===== src/rtl/sdf_pkg.sv =====
// Shared types, constants and the CRC-16 byte update for the sync-word packet deframer.
// No dependencies; used by sdf_parse, the top level and the testbench.
package sdf_pkg;

  localparam int unsigned BYTE_W    = 8;
  localparam int unsigned WORD_W    = 16;
  localparam int unsigned CFG_IDX_W = 4;
  localparam int unsigned OUT_DATA_W = 64;

  localparam logic [WORD_W-1:0] SYNC_WORD_RST = 16'h5555;
  localparam logic [WORD_W-1:0] CRC_SEED_RST  = 16'h1D0F;
  localparam logic [WORD_W-1:0] CRC_POLY      = 16'h1021;

  // Configuration register indexes
  localparam logic [CFG_IDX_W-1:0] REG_SYNC_WORD = 4'd0;
  localparam logic [CFG_IDX_W-1:0] REG_CRC_SEED  = 4'd1;

  // Result kinds
  localparam logic KIND_PAYLOAD = 1'b0;
  localparam logic KIND_END     = 1'b1;

  typedef enum logic [7:0] {
    PH_SYNC_HI = 8'b0000_0001,
    PH_SYNC_LO = 8'b0000_0010,
    PH_TYPE_HI = 8'b0000_0100,
    PH_TYPE_LO = 8'b0000_1000,
    PH_LENGTH  = 8'b0001_0000,
    PH_PAYLOAD = 8'b0010_0000,
    PH_CRC_HI  = 8'b0100_0000,
    PH_CRC_LO  = 8'b1000_0000
  } phase_t;

  typedef struct packed {
    logic              crc_good;
    logic [WORD_W-1:0] received_crc;
    logic [BYTE_W-1:0] payload_length;
    logic [WORD_W-1:0] pkt_type;
    logic [BYTE_W-1:0] byte_index;
    logic [BYTE_W-1:0] payload_byte;
    logic              result_kind;
  } res_t;

  localparam int unsigned RES_W = $bits(res_t);

  // CRC-16, MSB first, one byte folded in over eight bit steps
  function automatic logic [WORD_W-1:0] crc_feed(input logic [WORD_W-1:0] crc,
                                                 input logic [BYTE_W-1:0] b);
    logic [WORD_W-1:0] c;
    c = crc ^ {b, 8'h00};
    for (int k = 0; k < 8; k++) begin
      if (c[WORD_W-1]) begin
        c = {c[WORD_W-2:0], 1'b0} ^ CRC_POLY;
      end else begin
        c = {c[WORD_W-2:0], 1'b0};
      end
    end
    return c;
  endfunction

endpackage


===== src/rtl/sdf_stage.sv =====
// One pipeline register stage with valid/ready handshake on both sides.
// No dependencies.
module sdf_stage #(
  parameter int unsigned WIDTH = 8
) (
  input  logic             clk,
  input  logic             rst_n,
  input  logic             up_valid,
  output logic             up_ready,
  input  logic [WIDTH-1:0] up_data,
  output logic             dn_valid,
  input  logic             dn_ready,
  output logic [WIDTH-1:0] dn_data
);

  logic             valid_r;
  logic             valid_nxt;
  logic [WIDTH-1:0] data_r;

  // Load whenever the slot is empty or is being emptied this cycle
  assign up_ready  = !valid_r || dn_ready;
  assign valid_nxt = up_ready ? up_valid : valid_r;

  always_ff @(posedge clk) begin
    if (!rst_n) begin
      valid_r <= 1'b0;
    end else begin
      valid_r <= valid_nxt;
    end
  end

  always_ff @(posedge clk) begin
    if (up_ready && up_valid) begin
      data_r <= up_data;
    end
  end

  assign dn_valid = valid_r;
  assign dn_data  = data_r;

endmodule


===== src/rtl/sdf_parse.sv =====
// Frame parser: sync hunt, header capture, running CRC and result build.
// Depends on sdf_pkg (phase encoding, result struct, crc_feed).
module sdf_parse (
  input  logic                          clk,
  input  logic                          rst_n,
  input  logic                          cfg_valid,
  input  logic [sdf_pkg::CFG_IDX_W-1:0] cfg_index,
  input  logic [sdf_pkg::WORD_W-1:0]    cfg_data,
  input  logic                          fire,
  input  logic [sdf_pkg::BYTE_W-1:0]    rx_byte,
  output logic                          res_valid,
  output sdf_pkg::res_t                 res
);

  logic [sdf_pkg::WORD_W-1:0] sync_word_r;
  logic [sdf_pkg::WORD_W-1:0] crc_seed_r;

  sdf_pkg::phase_t            phase_r, phase_nxt;
  logic [sdf_pkg::WORD_W-1:0] crc_r, crc_nxt;
  logic [sdf_pkg::WORD_W-1:0] type_r, type_nxt;
  logic [sdf_pkg::BYTE_W-1:0] len_r, len_nxt;
  logic [sdf_pkg::BYTE_W-1:0] count_r, count_nxt;
  logic [sdf_pkg::BYTE_W-1:0] crc_hi_r, crc_hi_nxt;

  logic [sdf_pkg::WORD_W-1:0] crc_fed;
  logic [sdf_pkg::WORD_W-1:0] rx_crc;
  logic [sdf_pkg::BYTE_W-1:0] count_inc;
  logic [sdf_pkg::BYTE_W-1:0] sync_hi;
  logic [sdf_pkg::BYTE_W-1:0] sync_lo;

  assign sync_hi   = sync_word_r[sdf_pkg::WORD_W-1:sdf_pkg::BYTE_W];
  assign sync_lo   = sync_word_r[sdf_pkg::BYTE_W-1:0];
  assign crc_fed   = sdf_pkg::crc_feed(crc_r, rx_byte);
  assign rx_crc    = {crc_hi_r, rx_byte};
  assign count_inc = count_r + 8'd1;

  always_ff @(posedge clk) begin
    if (!rst_n) begin
      sync_word_r <= sdf_pkg::SYNC_WORD_RST;
      crc_seed_r  <= sdf_pkg::CRC_SEED_RST;
    end else if (cfg_valid) begin
      if (cfg_index == sdf_pkg::REG_SYNC_WORD) begin
        sync_word_r <= cfg_data;
      end else if (cfg_index == sdf_pkg::REG_CRC_SEED) begin
        crc_seed_r <= cfg_data;
      end
    end
  end

  always_comb begin
    phase_nxt  = phase_r;
    crc_nxt    = crc_r;
    type_nxt   = type_r;
    len_nxt    = len_r;
    count_nxt  = count_r;
    crc_hi_nxt = crc_hi_r;
    res_valid  = 1'b0;
    res        = '0;
    res.pkt_type       = type_r;
    res.payload_length = len_r;
    unique case (phase_r)
      sdf_pkg::PH_SYNC_HI: begin
        if (rx_byte == sync_hi) phase_nxt = sdf_pkg::PH_SYNC_LO;
      end
      sdf_pkg::PH_SYNC_LO: begin
        if (rx_byte == sync_lo) begin
          phase_nxt = sdf_pkg::PH_TYPE_HI;
          crc_nxt   = crc_seed_r;
        end else if (rx_byte != sync_hi) begin
          phase_nxt = sdf_pkg::PH_SYNC_HI;
        end
      end
      sdf_pkg::PH_TYPE_HI: begin
        type_nxt  = {rx_byte, 8'h00};
        crc_nxt   = crc_fed;
        phase_nxt = sdf_pkg::PH_TYPE_LO;
      end
      sdf_pkg::PH_TYPE_LO: begin
        type_nxt  = {type_r[sdf_pkg::WORD_W-1:sdf_pkg::BYTE_W], rx_byte};
        crc_nxt   = crc_fed;
        phase_nxt = sdf_pkg::PH_LENGTH;
      end
      sdf_pkg::PH_LENGTH: begin
        len_nxt   = rx_byte;
        count_nxt = '0;
        crc_nxt   = crc_fed;
        phase_nxt = (rx_byte == 8'd0) ? sdf_pkg::PH_CRC_HI : sdf_pkg::PH_PAYLOAD;
      end
      sdf_pkg::PH_PAYLOAD: begin
        crc_nxt          = crc_fed;
        res_valid        = 1'b1;
        res.result_kind  = sdf_pkg::KIND_PAYLOAD;
        res.payload_byte = rx_byte;
        res.byte_index   = count_r;
        count_nxt        = count_inc;
        if (count_inc >= len_r) phase_nxt = sdf_pkg::PH_CRC_HI;
      end
      sdf_pkg::PH_CRC_HI: begin
        crc_hi_nxt = rx_byte;
        phase_nxt  = sdf_pkg::PH_CRC_LO;
      end
      sdf_pkg::PH_CRC_LO: begin
        res_valid        = 1'b1;
        res.result_kind  = sdf_pkg::KIND_END;
        res.received_crc = rx_crc;
        res.crc_good     = (rx_crc == crc_r);
        phase_nxt        = sdf_pkg::PH_SYNC_HI;
      end
      default: begin
        phase_nxt = sdf_pkg::PH_SYNC_HI;
      end
    endcase
  end

  always_ff @(posedge clk) begin
    if (!rst_n) begin
      phase_r <= sdf_pkg::PH_SYNC_HI;
      crc_r   <= sdf_pkg::CRC_SEED_RST;
    end else if (fire) begin
      phase_r <= phase_nxt;
      crc_r   <= crc_nxt;
    end
  end

  // Header fields and counters are always written before they are read
  always_ff @(posedge clk) begin
    if (fire) begin
      type_r   <= type_nxt;
      len_r    <= len_nxt;
      count_r  <= count_nxt;
      crc_hi_r <= crc_hi_nxt;
    end
  end

endmodule


===== src/rtl/sync_crc16_packet_deframer_unit.sv =====
// Top level of the sync-word CRC-16 packet deframer.
// Depends on sdf_pkg, sdf_stage and sdf_parse.
//
//  Channel | Direction | Handshake            | Payload
//  --------+-----------+----------------------+------------------------------------------
//  in_     | slave     | in_tvalid/in_tready  | in_tdata[7:0] rx_byte
//  out_    | master    | out_tvalid/out_tready| out_tuser result_kind, out_tdata packed
//  cfg_    | slave     | cfg_valid/cfg_ready  | cfg_index register, cfg_data value
//
// Each byte waits in the input register and is parsed in the cycle it leaves; its
// result, if any, lands in the output register. One byte per cycle is sustained
// while out_tready stays high; the parser's combinational CRC byte update sets that
// figure. Reset (rst_n low, synchronous) empties both registers, returns the parser
// to the sync hunt and reloads the register defaults. A stalled output holds its
// item and backs pressure up through the input register.
module sync_crc16_packet_deframer_unit (
  input  logic                                clk,
  input  logic                                rst_n,
  // slave stream
  input  logic                                in_tvalid,
  output logic                                in_tready,
  input  logic [sdf_pkg::BYTE_W-1:0]          in_tdata,   // [7:0] rx_byte
  // master stream
  output logic                                out_tvalid,
  input  logic                                out_tready,
  output logic [sdf_pkg::OUT_DATA_W-1:0]      out_tdata,  // [7:0] payload_byte,
                                                          // [15:8] byte_index,
                                                          // [31:16] pkt_type,
                                                          // [39:32] payload_length,
                                                          // [55:40] received_crc,
                                                          // [56] crc_good, [63:57] zero
  output logic [0:0]                          out_tuser,  // [0] result_kind
  // configuration writes
  input  logic                                cfg_valid,
  output logic                                cfg_ready,
  input  logic [sdf_pkg::CFG_IDX_W-1:0]       cfg_index,
  input  logic [sdf_pkg::WORD_W-1:0]          cfg_data
);

  logic                       s1_valid;
  logic [sdf_pkg::BYTE_W-1:0] s1_byte;
  logic                       out_slot_ready;
  logic                       fire;
  logic                       res_valid;
  sdf_pkg::res_t              res;
  logic [sdf_pkg::RES_W-1:0]  res_q;
  sdf_pkg::res_t              res_out;

  // Registers are always writable; the user must make writes only while the block is idle (unchecked)
  assign cfg_ready = 1'b1;

  // Input register: holds the byte waiting for the parser
  sdf_stage #(
    .WIDTH (sdf_pkg::BYTE_W)
  ) u_in_stage (
    .clk      (clk),
    .rst_n    (rst_n),
    .up_valid (in_tvalid),
    .up_ready (in_tready),
    .up_data  (in_tdata),
    .dn_valid (s1_valid),
    .dn_ready (out_slot_ready),
    .dn_data  (s1_byte)
  );

  // Parse a byte only when the output register can take whatever it produces
  assign fire = s1_valid && out_slot_ready;

  sdf_parse u_parse (
    .clk       (clk),
    .rst_n     (rst_n),
    .cfg_valid (cfg_valid),
    .cfg_index (cfg_index),
    .cfg_data  (cfg_data),
    .fire      (fire),
    .rx_byte   (s1_byte),
    .res_valid (res_valid),
    .res       (res)
  );

  // Output register: bytes that make no result just pass through the parser
  sdf_stage #(
    .WIDTH (sdf_pkg::RES_W)
  ) u_out_stage (
    .clk      (clk),
    .rst_n    (rst_n),
    .up_valid (s1_valid && res_valid),
    .up_ready (out_slot_ready),
    .up_data  (res),
    .dn_valid (out_tvalid),
    .dn_ready (out_tready),
    .dn_data  (res_q)
  );

  assign res_out = sdf_pkg::res_t'(res_q);

  assign out_tuser = res_out.result_kind;
  assign out_tdata = {7'd0,
                      res_out.crc_good,
                      res_out.received_crc,
                      res_out.payload_length,
                      res_out.pkt_type,
                      res_out.byte_index,
                      res_out.payload_byte};

endmodule


===== config.mk =====
export PLATFORM = sky130hd
export DESIGN_NAME = sync_crc16_packet_deframer_unit
export DESIGN_NICKNAME = d
export VERILOG_FILES = /design/src/rtl/sdf_pkg.sv /design/src/rtl/sdf_stage.sv /design/src/rtl/sdf_parse.sv /design/src/rtl/sync_crc16_packet_deframer_unit.sv
export SDC_FILE = /design/constraint.sdc
export NUM_CORES = 1
export LEC_CHECK = 0
export BUFFER_PORTS_ARGS = -buffer_cell sky130_fd_sc_hd__buf_4
export CELL_PAD_IN_SITES_DETAIL_PLACEMENT = 1
export CELL_PAD_IN_SITES_GLOBAL_PLACEMENT = 1
export CORE_UTILIZATION = 30
export DETAILED_ROUTE_END_ITERATION = 6
export HOLD_SLACK_MARGIN = 0.06
export PLACE_DENSITY = 0.61
export SYNTH_ARGS = -nofsm -noshare
export SYNTH_HDL_FRONTEND = slang
export SYNTH_SLANG_ARGS = --single-unit
export TNS_END_PERCENT = 10

===== constraint.sdc =====
create_clock -name clk -period 5.2 [get_ports clk]
set_input_delay 0.52 -clock clk [delete_from_list [all_inputs] [get_ports clk]]
set_output_delay 0.52 -clock clk [all_outputs]
set_load 0.01 [all_outputs]

Yosys cells after proc, flatten, opt, wreduce, memory -nomap -nowiden
Index checks and enable logic that the tools add are counted.
Widths: inputs -> output; s select.
{"block": "totals", "reg_bits": 164, "latch_bits": 0, "ramBits": 0, "romBits": 0, "inputBits": 33, "n_memories": 0}
{"block": "classes", "addsub": 1, "n_mul": 0, "div": 0, "order_cmp": 1, "eq_ne": 17, "shifts": 0, "n_mux": 20, "bitwise": 11, "reduce_logical": 24}
{"operator": "$mux 13", "n": 8}
{"operator": "$pmux 16 s2", "n": 2}
{"operator": "$pmux 8 s7", "n": 1}
{"operator": "$mux 8", "n": 4}
{"operator": "$not 3->3", "n": 8}
{"operator": "$eq 16x16->1", "n": 1}
{"operator": "$eq 8x8->1", "n": 2}
{"operator": "$mux 16", "n": 1}
{"operator": "$pmux 8 s2", "n": 1}
{"operator": "$xor 16x16->16", "n": 1}
{"operator": "$reduce_and 2->1", "n": 5}
{"operator": "$reduce_and 3->1", "n": 3}
{"operator": "$add 8x1->8 const B", "n": 1}
{"operator": "$eq 8x1->1 const B", "n": 1}
{"operator": "$eq 8x2->1 const B", "n": 1}
{"operator": "$eq 8x3->1 const B", "n": 1}
{"operator": "$eq 8x4->1 const B", "n": 1}
{"operator": "$eq 8x5->1 const B", "n": 1}
{"operator": "$eq 8x6->1 const B", "n": 1}
{"operator": "$eq 8x7->1 const B", "n": 1}
{"operator": "$eq 8x8->1 const B", "n": 1}
{"operator": "$ge 8x8->1", "n": 1}
{"operator": "$logic_not 8->1", "n": 1}
{"operator": "$ne 8x8->1", "n": 1}
{"operator": "other kinds (14)", "n": 25}

Logic depth before layout (Yosys ltp)
Gate-level depths: netlist (run 1).
{"block": "logic_depth", "ltp_word": 18, "mapped_depth": 10, "ltp_nobuf": 10}

By module
Synthesis (run 1) repeated with hierarchy kept, for this count alone.
{"block": "unflattened", "cells_unflattened": 607, "area_unflattened_um2": 7098.1}
{"module": "sdf_parse", "n_inst": 1, "cells_per_inst": 519, "area_per_inst_um2": 4921.0, "seq_area_each_um2": 2322.2}
{"module": "sdf_stage (u_out_stage)", "n_inst": 1, "cells_per_inst": 63, "area_per_inst_um2": 1799.2, "seq_area_each_um2": 1761.7}
{"module": "sdf_stage (u_in_stage)", "n_inst": 1, "cells_per_inst": 13, "area_per_inst_um2": 297.8, "seq_area_each_um2": 260.2}
{"module": "sync_crc16_packet_deframer_unit", "n_inst": 1, "cells_per_inst": 12, "area_per_inst_um2": 80.1, "seq_area_each_um2": 0.0}

Least setup slack after synthesis (run 1)
Ideal clock, no wire load.
{"block": "synth_timing", "kind": "register -> register", "from": "reg u_parse.phase_r[1]", "to": "reg u_out_stage.data_r[0] (netlist: u_out_stage.dn_data[0]), enable pin", "setup_time_ps": 474, "arrival_ps": 4013, "required_time_ps": 4726, "slack_ps": 713, "stages_incl_launch_ff": 7, "path_buffers": 2, "synth_period_minus_slack_ps": 4487, "path_cell_list": "dfxtp_1 nor4_1 and4b_2 clkbuf_1 clkbuf_1 nor2_1 nor2_1"}
{"block": "synth_between", "elab_chain_len": 5, "word_cells_on_any_way": 6}
{"element": "from (decl)", "line_no": "sdf_parse.sv:18", "source": "sdf_pkg::phase_t phase_r, phase_nxt;"}
{"element": "from (signal assigned)", "line_no": "sdf_parse.sv:117", "source": "phase_r <= sdf_pkg::PH_SYNC_HI;"}
{"element": "from (signal assigned)", "line_no": "sdf_parse.sv:120", "source": "phase_r <= phase_nxt;"}
{"element": "$eq 8x8->1 / $eq 8x6->1 (equally long branches)", "line_no": "sdf_parse.sv:61", "source": "unique case (phase_r)"}
{"element": "$reduce_or 2->1 (no line) *"}
{"element": "$mux 1 *", "line_no": "sdf_parse.sv:61"}
{"element": "$logic_and 1x1->1 *", "line_no": "sync_crc16_packet_deframer_unit.sv:87", "source": ".up_valid (s1_valid && res_valid),"}
{"element": "$logic_and 1x1->1 *", "line_no": "sdf_stage.sv:33", "source": "if (up_ready && up_valid) begin"}
{"element": "to (signal assigned)", "line_no": "sdf_stage.sv:34", "source": "data_r <= up_data;"}
{"element": "to (decl)", "line_no": "sdf_stage.sv:18", "source": "logic [WIDTH-1:0] data_r;"}
Mark *: on every way between the ends. The rest lies on a longest branch, timed or not.
A chain may end at the register's enable or synchronous reset.

Worst setup path after layout (run 1)
{"block": "layout_timing", "from": "reg u_parse.phase_r[4]", "to": "reg u_out_stage.data_r[42] (netlist: u_out_stage.dn_data[42]), enable pin"}
Same word-level chain as after synthesis.

==> flow_summary.json, run 1 <==
{
  "grt_usage_pct": 15.0,
  "path_class": "reg2reg",
  "cp_max_fo": 34,
  "fp.dieW_um": 156,
  "finish.utilization_pct": 37.8,
  "insertion_delay_ns": 0.43,
  "tightestPinTransition_ns": 1.05,
  "skew_ns": 0.0104,
  "gp_congestion": 0.771,
  "status": "completed",
  "core_um2": 22900,
  "ir_drop_mv": 0.173,
  "cts.sink_count": 164,
  "drv_slew": 0,
  "yosysSeqAreaShare_pct": 61.3,
  "yosys.area.top_type": "edfxtp_1",
  "pin_count": 101,
  "fillCellCount": 2475,
  "synth_seq_cells": 164,
  "fin_nets": 725,
  "wl_per_cell_um": 17.3,
  "die_h_um": 156,
  "port_buffers": 92,
  "wl_um": 17400,
  "switchingPower_uw": 645,
  "fin_total_pwr_uw": 2750,
  "layout-drive-gt1-share_pct": 21.4,
  "async_flop_share_pct": 0,
  "leakage_uw": 0.00343,
  "clkTransAtPathRegs_ns": 0.07,
  "end_kind": "register",
  "setup_viol": 0,
  "hp-class": "in2reg",
  "htreeDepth": 4,
  "cts-resized-gates": 0,
  "finalHoldViolCount": 0,
  "worstPathArrival_ns": 3.51,
  "grt_pass1_wl_um": 27300,
  "rows": 55,
  "synth_edf_count": 106,
  "netlist_area_um2": 7090,
  "via_count": 4632,
  "drv_cap": 0,
  "vias_per_cell": 4.59,
  "yosysTopAreaCellShare_pct": 44.9,
  "place_hpwl_um": 12400,
  "pwr-share-seq_pct": 50.8,
  "power_density_nw_per_um2": 318,
  "dieArea_um2": 24300,
  "fmaxAchievable_ghz": 0.294,
  "slew_headroom_pct": 29.8,
  "syn_avg_cell_area_um2": 11.9,
  "synth_cells": 598,
  "dr.first_iter.drc_count": 178,
  "antennaDiodeCount": 0,
  "cts_root_buf": "clkbuf_16",
  "final_antenna_net_count": 0,
  "cts.path.max_buffers": 2,
  "p_clk_share_pct": 45.8,
  "synth_cell_types": 45,
  "start_util_pct": 30.9,
  "final_cell_mix": "106 x edfxtp_1, 100 x buf_4, 91 x nand2_1",
  "synth_area_leaders": "edfxtp_1 45%, dfxtp_1 16%, nand2_1 4.8%",
  "swShare_pct": 23.5,
  "synth-main-ff-cell": "edfxtp_1",
  "grt_pass1_vias": 4937,
  "timing.final.crit_period_ns": 3.40,
  "area_delta_synth_final_pct": 22.0,
  "p_int_uw": 2100,
  "required_ns": 5.30,
  "post_cts_buffers": 0,
  "rsz0062_at_grt": "false",
  "grt_max_degree": 39,
  "antenna_found_initial": 0,
  "fin_crit_sh_pct": 65.5,
  "cts_inserted_buffers": 17,
  "cts_hold_buf": 0,
  "yosys_warnings": 0,
  "setup_tns_ns": 0,
  "first_pass_iters": 6,
  "combPwrFrac_pct": 3.4,
  "grt-ovfl-total": 0,
  "drc": 0,
  "final_common_cell": "edfxtp_1",
  "start_kind": "register",
  "cts_tree": "done"
}
==> area by class of cell <==
cell class                      instances  area [µm²]  share of cell area (%)
Inverter                               11        41.3                   0.477
Clock buffer                           17         425                    4.92
Multi-Input combinational cell        389        2540                    29.3
Clock inverter                         15         161                    1.87
Tap cell                              313         392                    4.53
Timing Repair Buffer                  100         751                    8.68
Sequential cell                       164        4340                    50.2
==> through the flow <==
step | setup slack, ns | cells | instance area [µm²] | hold slack (ns)
2_1_floorplan | 0.713 | 604 | 7110 | 0.400
3_3_place_gp | 1.92 | 977 | 8070 | 0.413
3_5_place_dp | 1.72 | 977 | 8070 | 0.415
4_1_cts | 1.69 | 1009 | 8650 | 0.245
5_1_grt | 1.49 | 1009 | 8650 | 0.241
6_report | 1.80 | 1009 | 8650 | 0.263
==> synth_stat cells, types with 5 or more instances <==
| master | number |
|---|---|
| xnor2_1 | 29 |
| nand4_1 | 5 |
| edfxtp_1 | 106 |
| xor2_1 | 34 |
| mux2_2 | 8 |
| nand2b_1 | 7 |
| a21oi_1 | 23 |
| dfxtp_1 | 58 |
| o211ai_1 | 8 |
| nor2_1 | 21 |
| buf_4 | 9 |
| mux2i_1 | 21 |
| ha_1 | 9 |
| clkbuf_1 | 26 |
| nor2b_1 | 8 |
| nand2_1 | 91 |
| inv_1 | 10 |
| nand3_1 | 21 |
| nor4_1 | 9 |
| and2_1 | 51 |
==> per-layer routing <==
| metal | part of all wire [%] | wire length, µm | global-route usage [%] | up-vias |
|---|---|---|---|---|
| met1 | 49 | 8490 | 19.9 | 2253 |
| li1 | - | - | - | 2232 |
| met3 | 4.2 | 740 | 3.67 | 21 |
| met2 | 46 | 7980 | 24.0 | 126 |
| met4 | 1.3 | 227 | 4.48 | 0 |
| met5 | 0 | 0 | 0 | - |
==> registers in the layout (all words and copies together), names as in the netlist <==
name,cells
u_parse.crc_seed_r,16
u_parse.phase_r,8
u_parse.crc_r,16
u_parse.len_r,8
u_parse.sync_word_r,16
u_parse.type_r,16
u_parse.count_r,8
u_out_stage.dn_valid,1
u_out_stage.dn_data,58
u_in_stage.dn_valid,1
u_in_stage.dn_data,8
u_parse.crc_hi_r,8
==> logic make-up after synthesis <==
logic type | share of synthesized area, %
compound gates | 4.77
xor+xnor | 7.78
fa+ha+maj | 1.59
buf+inv | 3.44
flops | 61.3
mux | 4.45
other cells | 0.106
simple gates | 16.6
==> critical path, cell delays in order, from the launching register on <==
cell     delay (ns)
dfxtp_1        0.40
or4_4          0.55
nor4_1         0.18
and2_1         0.54
nor2_1         0.16
nor2_4         0.77
buf_4          0.45
==> path summary, 6_finish.rpt <==
path                                         start                      end  slack, ns  depth (start not counted)
worst max-delay path            u_parse.phase_r[4]  u_out_stage.dn_data[42]       1.80                          6
worst min-delay path                   in_tdata[5]    u_in_stage.dn_data[5]       0.26                          1
worst max register to register  u_parse.phase_r[4]  u_out_stage.dn_data[42]       1.80                          6
worst min register to register   u_parse.type_r[5]  u_out_stage.dn_data[22]       0.43                          0
==> power groups by stage <==
stage / Clock, µW / Combinational (µW) / Sequential (µW)
3_5_place_dp: 0 / 93.5 / 1430
5_1_grt: 1330 / 102 / 1400
2_1_floorplan: 0 / 61.0 / 1410
4_1_cts: 1280 / 94.5 / 1400
3_3_place_gp: 0 / 91.7 / 1430
6_report: 1260 / 92.9 / 1400
(Power assumes the default switching activity.)
==> inputs of run 2 (changes only) <==
==> constraint.sdc (replaced) <==
create_clock -name clk -period 3.5 [get_ports clk]
set_input_delay 0.35 -clock clk [delete_from_list [all_inputs] [get_ports clk]]
set_output_delay 0.35 -clock clk [all_outputs]
set_load 0.01 [all_outputs]
==> flow_summary.json, run 2 (same netlist as run 1, synthesis figures left out) <==
{
  "status": "completed",
  "cp_max_fo": 26,
  "dr.first_iter.drc_count": 234,
  "grt_util_met1_pct": 20.7,
  "place_hpwl_um": 13100,
  "grt_max_degree": 49,
  "hp-class": "in2reg",
  "slowest_delay_ns": 0.71,
  "gp_congestion": 0.765,
  "grt_pass1_vias": 4955,
  "via_count": 4647,
  "start_kind": "register",
  "grt_usage_pct": 15.8,
  "final_cell_mix": "107 x buf_4, 106 x edfxtp_1, 91 x nand2_1",
  "cts_inserted_buffers": 17,
  "rr_startpoint": "u_parse.phase_r[1]",
  "largest_reg_flops": 58,
  "fillCellCount": 2500,
  "setup_tns_ns": 0,
  "hold_path_depth": 1,
  "timing.final.crit_period_ns": 2.84,
  "leakage_uw": 0.00354,
  "first_pass_iters": 4,
  "wl_um": 18300,
  "rsz0062_at_grt": "false",
  "insertion_delay_ns": 0.44,
  "rows": 55,
  "vias_per_cell": 4.57,
  "drv_cap": 0,
  "power_density_nw_per_um2": 478,
  "pin_count": 101,
  "wl_per_cell_um": 18.0,
  "multiInputGateArea_um2": 2540,
  "cts.sink_count": 164,
  "end_kind": "register",
  "final_common_cell": "buf_4",
  "regToRegSetupSlack_ns": 0.66,
  "setup_viol": 0,
  "r2r_end": "u_parse.phase_r[5]",
  "reg2reg_depth": 5,
  "finish.utilization_pct": 38.2,
  "port_buffers": 92,
  "fin_crit_sh_pct": 81.1,
  "fp.dieW_um": 156,
  "met2_usage_pct": 26.1,
  "slew_headroom_pct": 31.9,
  "skew_ns": 0.0106,
  "grt_pass1_wl_um": 28400,
  "cts_tree": "done",
  "cts-resized-gates": 0,
  "worstPathArrival_ns": 3.17,
  "seq_area_um2": 4340,
  "cts_root_buf": "clkbuf_16",
  "path_class": "reg2reg",
  "core_um2": 22900,
  "final_antenna_net_count": 0,
  "cts.path.max_buffers": 2,
  "path_cells": "nor4_1 > and4b_2 > o2111ai_1 > o211ai_4 > mux2_4",
  "cts_hold_buf": 0,
  "dieArea_um2": 24300,
  "die_h_um": 156,
  "drc": 0,
  "drv_slew": 0,
  "top_usage_layer": "met2",
  "area_delta_synth_final_pct": 23.4,
  "fmaxAchievable_ghz": 0.352,
  "tightestPinTransition_ns": 1.02,
  "hold_path_end": "u_in_stage.dn_data[5]",
  "antenna_found_initial": 0,
  "crit_slowest_cell": "nor4_1",
  "fin_nets": 733,
  "grt_use_met3_pct": 3.56,
  "htreeDepth": 4,
  "clkTransAtPathRegs_ns": 0.07,
  "finalHoldViolCount": 0,
  "post_cts_buffers": 0,
  "grt-ovfl-total": 0,
  "antennaDiodeCount": 0,
  "layout-drive-gt1-share_pct": 22.3,
  "ir_drop_mv": 0.362,
  "required_ns": 3.83,
  "worstHoldStart": "in_tdata[5]",
  "start_util_pct": 30.9
}
-- run 2: power by group --
part | total, µW | internal, µW | switching (µW)
Clock | 1960 | 1090 | 868
Sequential | 2070 | 2050 | 13.7
Combinational | 154 | 63.0 | 91.2
Total | 4180 | 3210 | 973
-- run 2: worst max-delay path by stage --
stage	startpoint	to	slack (ns)	cells after the start
CTS	u_parse.phase_r[1]	u_out_stage.dn_data[48]	0.64	5
detailed placement	u_parse.phase_r[1]	u_out_stage.dn_data[16]	0.64	5
global route	u_parse.phase_r[1]	u_out_stage.dn_data[4]	0.53	5
floorplan	u_parse.phase_r[1]	u_out_stage.dn_data[0]	0.61	6
finish	u_parse.phase_r[1]	u_parse.phase_r[5]	0.66	5
global placement	u_parse.phase_r[1]	u_out_stage.dn_data[16]	0.79	5
-- run 2: worst max-delay path: cells and delay by family, from the launching register on --
kind	cells	cell delay (ns)
and+or+nand+nor	2	1.34
muxes	1	0.33
AOI/OAI and AO/OA	2	0.69
DFF	1	0.38
-- run 2: routing by layer --
layer	wire (µm)	up-vias
met5	0	-
met4	226	0
met3	823	16
li1	-	2232
met2	8560	128
met1	8660	2271
-- run 2: area by class of cell --
class	instances	area share, %
Sequential cell	164	49.6
Multi-Input combinational cell	389	29.0
Timing Repair Buffer	108	9.41
Clock buffer	18	4.90
Tap cell	313	4.48
Clock inverter	14	2.09
Inverter	11	0.472
-- run 2: through the flow --
stage / area [µm²] / total power [µW] / setup slack [ns] / hold WS [ns] / instances
after CTS: 8750 / 4220 / 0.635 / 0.0724 / 1017
after global routing: 8750 / 4300 / 0.527 / 0.0683 / 1017
final: 8750 / 4180 / 0.661 / 0.0891 / 1017
after floorplan: 7120 / 2190 / 0.614 / 0.400 / 604
after detailed placement: 8140 / 2270 / 0.641 / 0.405 / 985
after global placement: 8140 / 2260 / 0.789 / 0.405 / 985
==> inputs of run 3 (changes only) <==
--- a/config.mk
+++ b/config.mk
@@ -5,13 +5,14 @@
 export SDC_FILE = /design/constraint.sdc
 export NUM_CORES = 1
 export LEC_CHECK = 0
+export ABC_AREA = 1
 export BUFFER_PORTS_ARGS = -buffer_cell sky130_fd_sc_hd__buf_4
 export CELL_PAD_IN_SITES_DETAIL_PLACEMENT = 1
 export CELL_PAD_IN_SITES_GLOBAL_PLACEMENT = 1
 export CORE_UTILIZATION = 30
 export DETAILED_ROUTE_END_ITERATION = 6
 export HOLD_SLACK_MARGIN = 0.06
-export PLACE_DENSITY = 0.61
+export PLACE_DENSITY = 0.63
 export SYNTH_ARGS = -nofsm -noshare
 export SYNTH_HDL_FRONTEND = slang
 export SYNTH_SLANG_ARGS = --single-unit
==> constraint.sdc (replaced) <==
create_clock -name clk -period 2.8 [get_ports clk]
set_input_delay 0.28 -clock clk [delete_from_list [all_inputs] [get_ports clk]]
set_output_delay 0.28 -clock clk [all_outputs]
set_load 0.01 [all_outputs]
==> flow_summary.json, run 3 <==
{
  "slowest_delay_ns": 0.37,
  "drv_cap": 0,
  "cp_max_fo": 6,
  "end_kind": "register",
  "final_cells": 1203,
  "crit_slowest_cell": "edfxtp_1",
  "fp.dieW_um": 157,
  "rows": 56,
  "yosysSeqAreaShare_pct": 60.1,
  "fillCellCount": 2733,
  "worstPathArrival_ns": 2.89,
  "r2r_end": "u_parse.phase_r[3]",
  "core_um2": 23500,
  "setup_ws_ns": 0.230,
  "place_ws_ns": 0.0372,
  "first_pass_iters": 4,
  "synth_seq_cells": 164,
  "vias_per_cell": 4.47,
  "netlist_area_um2": 7230,
  "async_flop_share_pct": 0,
  "yosysTopAreaCellShare_pct": 44.0,
  "timing.final.crit_period_ns": 2.57,
  "path_cells": "inv_1 > nor3_4 > nand3_2 > nor2_1 > nand2_1 > xor2_2 > inv_1 > ha_1 > nand3_1 > o21ai_0 > nor2_1 > nand2_1 > nand3_2 > nor2_2 > buf_4 > nand2_1 > nand2_1 > nor2_1",
  "hold_path_end": "u_parse.sync_word_r[4]",
  "grt_pass1_vias": 5455,
  "dp.cells": 1161,
  "antennaDiodeCount": 0,
  "met2_usage_pct": 26.7,
  "grt_max_degree": 42,
  "regToRegSetupSlack_ns": 0.23,
  "holdWs_ns": 0.0740,
  "top_usage_layer": "met2",
  "pin_count": 101,
  "yosys.area.top_type": "edfxtp_1",
  "grt_usage_pct": 16.4,
  "area_delta_synth_final_pct": 24.1,
  "cts.path.max_buffers": 2,
  "setup_tns_ns": 0,
  "insertion_delay_ns": 0.43,
  "syn_avg_cell_area_um2": 9.53,
  "yosys_warnings": 0,
  "clkTransAtPathRegs_ns": 0.07,
  "fmaxAchievable_ghz": 0.389,
  "hold_path_depth": 3,
  "cts_root_buf": "clkbuf_16",
  "via_count": 5378,
  "synth_edf_count": 106,
  "crit_family": "simple AND/OR/NAND/NOR gates",
  "grt-ovfl-total": 0,
  "reg2reg_depth": 18,
  "rsz0062_at_grt": "false",
  "cpMostUsedCell": "nand2_1",
  "rr_startpoint": "u_parse.count_r[2]",
  "setup_viol": 0,
  "netlist_top_cells_count": "161 x nand2_1, 123 x nor2_1, 106 x edfxtp_1",
  "tightestPinTransition_ns": 0.723,
  "drv_slew": 0,
  "drc": 0,
  "finalHoldViolCount": 0,
  "largest_reg_flops": 58,
  "hp-class": "in2reg",
  "crit_buf_inv": 3,
  "grt_util_met1_pct": 21.4,
  "synth_cells": 759,
  "grt_use_met3_pct": 3.08,
  "wl_um": 19300,
  "wl_per_cell_um": 16.0,
  "dr.first_iter.drc_count": 195,
  "slew_headroom_pct": 51.6,
  "synth_most_common_cell": "nand2_1",
  "final_common_cell": "nand2_1",
  "required_ns": 3.12,
  "dieArea_um2": 24700,
  "synth-main-ff-cell": "edfxtp_1",
  "cts_inserted_buffers": 17,
  "cts_tree": "done",
  "status": "completed",
  "start_util_pct": 30.7,
  "fin_total_pwr_uw": 5550,
  "worstHoldStart": "cfg_data[4]",
  "gp_congestion": 0.773,
  "ir_drop_mv": 0.312,
  "final_antenna_net_count": 0,
  "final_cell_mix": "161 x nand2_1, 123 x nor2_1, 113 x buf_4",
  "fin_nets": 914,
  "leakage_uw": 0.00386,
  "synth_cell_types": 40,
  "port_buffers": 92,
  "power_density_nw_per_um2": 619,
  "antenna_found_initial": 0,
  "start_kind": "register",
  "place_hpwl_um": 14200,
  "fin_crit_sh_pct": 91.8,
  "die_h_um": 157,
  "cts.sink_count": 164,
  "path_class": "reg2reg",
  "layout-drive-gt1-share_pct": 19.8,
  "htreeDepth": 4,
  "grt_pass1_wl_um": 30100,
  "skew_ns": 0.0131,
  "synth_area_leaders": "edfxtp_1 44%, dfxtp_1 16%, nand2_1 8.4%"
}
==> run 3: cells by family (layout without fill, tap and decap cells) <==
kind of cell / after synthesis / after routing / share of synthesized area (%)
compound gates: 86 / 86 / 6.42
xor+xnor: 33 / 33 / 4.00
fa+ha+maj: 9 / 9 / 1.56
buf+inv: 128 / 247 / 7.94
flops: 164 / 164 / 60.1
other cells: 2 / 8 / 0.104
simple gates: 337 / 337 / 19.9
==> run 3: cell type report <==
type	count	area (µm²)	share of cell area, %
multi-input combinational	473	2370	26.4
sequential	164	4340	48.4
timing repair buffer	121	928	10.4
clock inverter	14	145	1.62
inverter	95	358	3.99
tap	319	399	4.45
clock buffer	17	425	4.74
==> run 3: metrics by stage <==
stage                     util, %  instance area [µm²]
final                        38.1                 8970
after global routing         38.1                 8970
after CTS                    37.9                 8920
after detailed placement     35.1                 8270
after global placement       35.1                 8270
after floorplan                 -                 7260
==> run 3: worst max path at each step <==
stage / from / to / slack [ns] / cells past startpoint
floorplan: u_parse.phase_r[4] / u_out_stage.dn_data[0] / 0.31 / 5
global placement: u_parse.count_r[2] / u_parse.phase_r[7] / 0.19 / 18
detailed placement: u_parse.count_r[2] / u_parse.phase_r[7] / 0.04 / 18
CTS: u_parse.count_r[2] / u_parse.phase_r[3] / 0.01 / 18
global route: u_parse.count_r[2] / u_parse.phase_r[1] / 0.01 / 18
finish: u_parse.count_r[2] / u_parse.phase_r[3] / 0.23 / 18
==> run 3: worst reg2reg max path, cell delays in order, from the launching register on <==
cell,delay (ns)
edfxtp_1,0.37
inv_1,0.09
nor3_4,0.24
nand3_2,0.11
nor2_1,0.10
nand2_1,0.08
xor2_2,0.16
inv_1,0.06
ha_1,0.29
nand3_1,0.09
o21ai_0,0.15
nor2_1,0.07
nand2_1,0.10
nand3_2,0.12
nor2_2,0.13
buf_4,0.15
nand2_1,0.05
nand2_1,0.06
nor2_1,0.05
==> run 3: timing repair <==
action                                 CTS  global route
setup endpoints to repair                0             8
endpoints found under the hold margin    8             0
resized for setup                        0             4
hold buffers                             8             0
buffers inserted                         0             3
==> run 3: where the power goes <==
group	switching [µW]	total [µW]	leakage (µW)	internal (µW)
registers	72.0	2690	0.00154	2620
clock network	1050	2290	0.000271	1250
logic	358	565	0.00205	208
total	1480	5550	0.00386	4070
==> run 3: per-layer routing <==
layer | vias to the layer above | routed length, µm
li1 | 2665 | -
met1 | 2559 | 8970
met2 | 128 | 9020
met3 | 26 | 876
met4 | 0 | 431
met5 | - | 0
